$ cat src/tdc_pkg.sv
// Package for the fixed-key TEA decipher: round count, delta, key table,
// the stage payload type and the per-round sum helper.
// No dependencies.
package tdc_pkg;

  localparam int ROUNDS = 32;
  // Two half-round cells per round.
  localparam int CELLS = 2 * ROUNDS;

  localparam logic [31:0] TEA_DELTA = 32'h9E3779B9;

  // Row 0 is chosen by key_set = 0, row 1 by key_set = 1.
  localparam logic [31:0] KEY_TABLE [0:1][0:3] = '{
    '{32'h7AA9648F, 32'h7FAE6994, 32'hC0EFAAD5, 32'h42712C57},
    '{32'h09F4FBBD, 32'h9681884A, 32'h352027E9, 32'hF3DEE5A7}
  };

  // Word pair handed from cell to cell. src feeds the mix term and tgt is
  // the word being updated; each cell swaps them on the way out.
  typedef struct packed {
    logic [31:0] src;
    logic [31:0] tgt;
    logic        key_set;
  } tdc_word_t;

  // Round sum r * delta modulo 2^32, folded to a constant per cell.
  function automatic logic [31:0] round_sum(input int unsigned r);
    logic [63:0] prod;
    prod = 64'(r) * 64'(TEA_DELTA);
    return prod[31:0];
  endfunction

endpackage

$ cat src/tdc_cell.sv
// One half-round cell of the TEA decipher chain: tgt -= mix(src), then swap.
// Holds one registered beat with its valid bit. Depends on tdc_pkg.
module tdc_cell (
  input  logic               clk,
  input  logic               rst,
  input  logic               in_valid,
  output logic               in_ready,
  input  tdc_pkg::tdc_word_t in_data,
  input  logic [31:0]        sum,
  input  logic               second_half,
  output logic               out_valid,
  input  logic               out_ready,
  output tdc_pkg::tdc_word_t out_data
);
  import tdc_pkg::*;

  logic [31:0] ka;
  logic [31:0] kb;
  logic [31:0] t1;
  logic [31:0] t2;
  logic [31:0] t3;
  logic [31:0] updated;
  logic        valid;
  tdc_word_t   data;

  // First half updates z with k2/k3, second half updates y with k0/k1.
  assign ka = second_half ? KEY_TABLE[in_data.key_set][0] : KEY_TABLE[in_data.key_set][2];
  assign kb = second_half ? KEY_TABLE[in_data.key_set][1] : KEY_TABLE[in_data.key_set][3];

  assign t1      = {in_data.src[27:0], 4'b0000} + ka;
  assign t2      = in_data.src + sum;
  assign t3      = {5'b00000, in_data.src[31:5]} + kb;
  assign updated = in_data.tgt - (t1 ^ t2 ^ t3);

  // Take a new beat whenever this slot is empty or draining.
  assign in_ready = !valid || out_ready;

  always_ff @(posedge clk) begin
    if (rst) begin
      valid <= 1'b0;
    end else if (in_ready) begin
      valid <= in_valid;
    end
  end

  always_ff @(posedge clk) begin
    if (in_ready && in_valid) begin
      data.src     <= updated;
      data.tgt     <= in_data.src;
      data.key_set <= in_data.key_set;
    end
  end

  assign out_valid = valid;
  assign out_data  = data;

endmodule

$ cat config.mk
export PLATFORM = sky130hd
export DESIGN_NAME = tdc_cell
export DESIGN_NICKNAME = d
export VERILOG_FILES = /design/src/tdc_pkg.sv /design/src/tdc_cell.sv
export SDC_FILE = /design/constraint.sdc
export NUM_CORES = 1
export LEC_CHECK = 0
export BUFFER_PORTS_ARGS = -buffer_cell sky130_fd_sc_hd__buf_4
export CAP_MARGIN = 15
export CORE_MARGIN = 2
export CORE_UTILIZATION = 53
export CTS_BUF_LIST = sky130_fd_sc_hd__clkbuf_8 sky130_fd_sc_hd__clkbuf_16
export DETAILED_ROUTE_END_ITERATION = 16
export HOLD_SLACK_MARGIN = 0.15
export PLACE_DENSITY = 0.78
export SYNTH_ARGS = -nofsm -noshare
export SYNTH_HDL_FRONTEND = slang
export SYNTH_SLANG_ARGS = --single-unit
$ cat constraint.sdc
create_clock -name clk -period 7.4 [get_ports clk]
set_input_delay 1.11 -clock clk [delete_from_list [all_inputs] [get_ports clk]]
set_output_delay 1.11 -clock clk [all_outputs]
set_load 0.005 [all_outputs]
==> impl_metrics.ini <==
[cells_and_area]
antenna_cells = 0
syn_to_final_growth_pct = 21.72
final_area_um2 = 9866
drive_gt1_share_pct = 19.39
nets = 1268
fillerInstances = 1288

[placed_design]
place_hpwl_um = 19260
numPortBuffers = 168
place_congestion = 1.008
dpl_worst_slack_ps = 738.4
placed_cell_area_um2 = 9582

[logic_synthesis]
synth.cell_area_um2 = 8105
netlist-cell-type-count = 76
synth-edff-count = 65
async_flop_share_pct = 0
ys_seq_elements = 66
yosysTopAreaCell = edfxtp_1
synth_area_leaders = edfxtp_1, ha_1, xnor2_1
yosysTopAreaCellShare_pct = 24.08
synth_commonest_cells = xnor2_1, ha_1, a21oi_1
ys_warn_count = 0
synth_most_common_cell = xnor2_1
synthesis.nets = 1096
synth.avg_cell_area_um2 = 9.200
netlist_instances = 881
synth-main-ff-cell = edfxtp_1
ys_seq_area_share_pct = 24.33

[setup_path]
cp_slowest_stage_delay_ps = 460
crit_path_end_kind = register
critical_path_class = input port to register
start_kind = input port
crit_arrival_ps = 6420
crit_chain = buf_4, inv_1, ha_1, inv_1, ha_1, fa_1, a211oi_2, nor2_1, o41a_1, o22a_1, xnor2_1, xnor2_1, xnor2_1, ha_1, a2111oi_0, o21ai_1, a22oi_1, a21oi_1, o21a_1, a221o_1, a21oi_1, o31ai_1, xnor3_1
cpMaxStageDelayCell = o41a_1
cp_max_fo = 11
required_ps = 7490

[sta]
worst_slack_ps = 1068
finalMaxSlewViolations = 0
hold_viol_final = 0
timing.setup.tns_ps = 0
min_period_over_period_pct = 85.57
max_slew_margin_pct = 42.64
rsz0062_at_grt = no
hold_slack_ps = 514.2
fin_skew_ps = 10.93
setup_viol = 0
period_minus_slack_ps = 6332
max_freq_ghz = 0.1579
worstMarginPinSlew_ps = 860.5

[clock_tree]
cts-root-buf = clkbuf_16
clk_latency_ps = 350
ctsResizeCount = 0
clock_path_buffers = 2
htree_levels = 3
clkTransAtPathRegs_ps = 60
hold_buffers = 0
cts_tree = built
cts_buffers = 9
cts_setup_buffers = 0
cts_sinks = 66

[die]
io_pins = 169
fp.dieArea_um2 = 16300
coreArea_um2 = 15090
die_x_um = 127.7
initial_core_util_pct = 53.71
rows = 45
fp.dieH_um = 127.7

[route]
drc = 0
wirelength_um = 23860
firstDrtPassIters = 5
via_per_inst = 5.977
dr_total_vias = 7441
wl_per_cell_um = 19.17
postRouteAntennaNets = 0
first_iter_violations = 676

[global_routing]
track_usage_pct = 29.34
grt_pass1_wl_um = 37000
antenna_found_initial = 0
grt_max_degree = 66
grt_pass1_vias = 6956
grt_overflow = 0

[power_and_ir_drop]
leakage_nw = 4.372
max-vdd-ir-drop_v = 0.0001438
power_density_nw_per_um2 = 301.8

[outcome]
status = finished, final reports clean

[flow_run]
maxCapViolCount = 0

[worst_hold_path]
hold_path_class = register to register
[flip-flops by register name, indices dropped and copies added (netlist names)]
signal	flops
out_data	65
out_valid	1
[layout make-up]
cell class / count / area, µm² / area share [%]
clock buffers: 9 / 225.2 / 2.283
clock inverters: 6 / 58.81 / 0.5961
inverters: 32 / 120.1 / 1.217
multi-input cells: 769 / 5941 / 60.22
flip-flops and latches: 66 / 1972 / 19.99
well taps: 188 / 235.2 / 2.384
repair buffers: 175 / 1314 / 13.32
[layer usage]
metal | up-vias | GRT usage (%) | part of all wire, %
li1 | 3609 | - | -
met1 | 3457 | 42.58 | 46
met2 | 337 | 44.86 | 44
met3 | 38 | 5.676 | 8.8
met4 | 0 | 7.822 | 2.1
met5 | - | 0 | 0
[power by group]
group	switching (W)	total (W)	internal, W	leakage, nW
Sequential	0.0000254	0.000622	0.000597	0.637
Combinational	0.00102	0.00193	0.000915	3.60
Clock	0.000167	0.000423	0.000256	0.135
Total	0.00121	0.00298	0.00177	4.37
[worst max-delay path, delay by kind of cell]
family / cells / cell delay, ps
AOI/OAI and AO/OA: 11 / 2730
xor gates and xnor gates: 4 / 860
adders and majority gates: 4 / 1190
buffers and inverters: 3 / 420
and+or+nand+nor: 1 / 90
[path summary, 6_finish.rpt]
check                       to        from  slack [ps]  depth (start not counted)
setup / recovery  out_data[64]  in_data[0]        1070                         23
hold / removal       out_valid   out_valid         510                          2
setup reg to reg  out_data[30]   out_valid        5770                          3
hold reg to reg      out_valid   out_valid         510                          2
[metrics by stage]
stage | cells | power [W] | utilization (%)
CTS | 1245 | 0.002963 | 65.38
global route | 1245 | 0.003202 | 65.38
floorplan | 881 | 0.002009 | -
global placement | 1230 | 0.002502 | 63.50
detailed placement | 1230 | 0.002522 | 63.50
finish | 1245 | 0.002978 | 65.38
[placed cells by master (no fill, tap or decap), types with 6 or more instances in the layout]
cell type / count
nand4_1: 6
nor2_1: 45
o21ai_0: 33
a31oi_1: 11
nand2_1: 48
o21bai_1: 15
clkbuf_16: 9
o31ai_1: 6
and2_1: 8
nand2b_1: 13
nor2b_1: 13
nor3_1: 15
a211oi_1: 7
xnor2_1: 141
edfxtp_1: 65
a21o_1: 46
inv_1: 32
ha_1: 109
a21oi_1: 84
nand3_1: 24
o211ai_1: 6
and3_1: 8
xor2_1: 36
o21a_1: 16
buf_4: 175
[cell families after synthesis]
family	count (synthesis)	synth area share, %
AND/OR/NAND/NOR	200	12.40
flip-flops	66	24.33
AO/OA/AOI/OAI	276	23.19
adder cells (fa/ha/maj)	113	17.81
XOR/XNOR	180	19.88
buffers and inverters	46	2.393
Note: power is estimated with default switching activity, not from simulation.
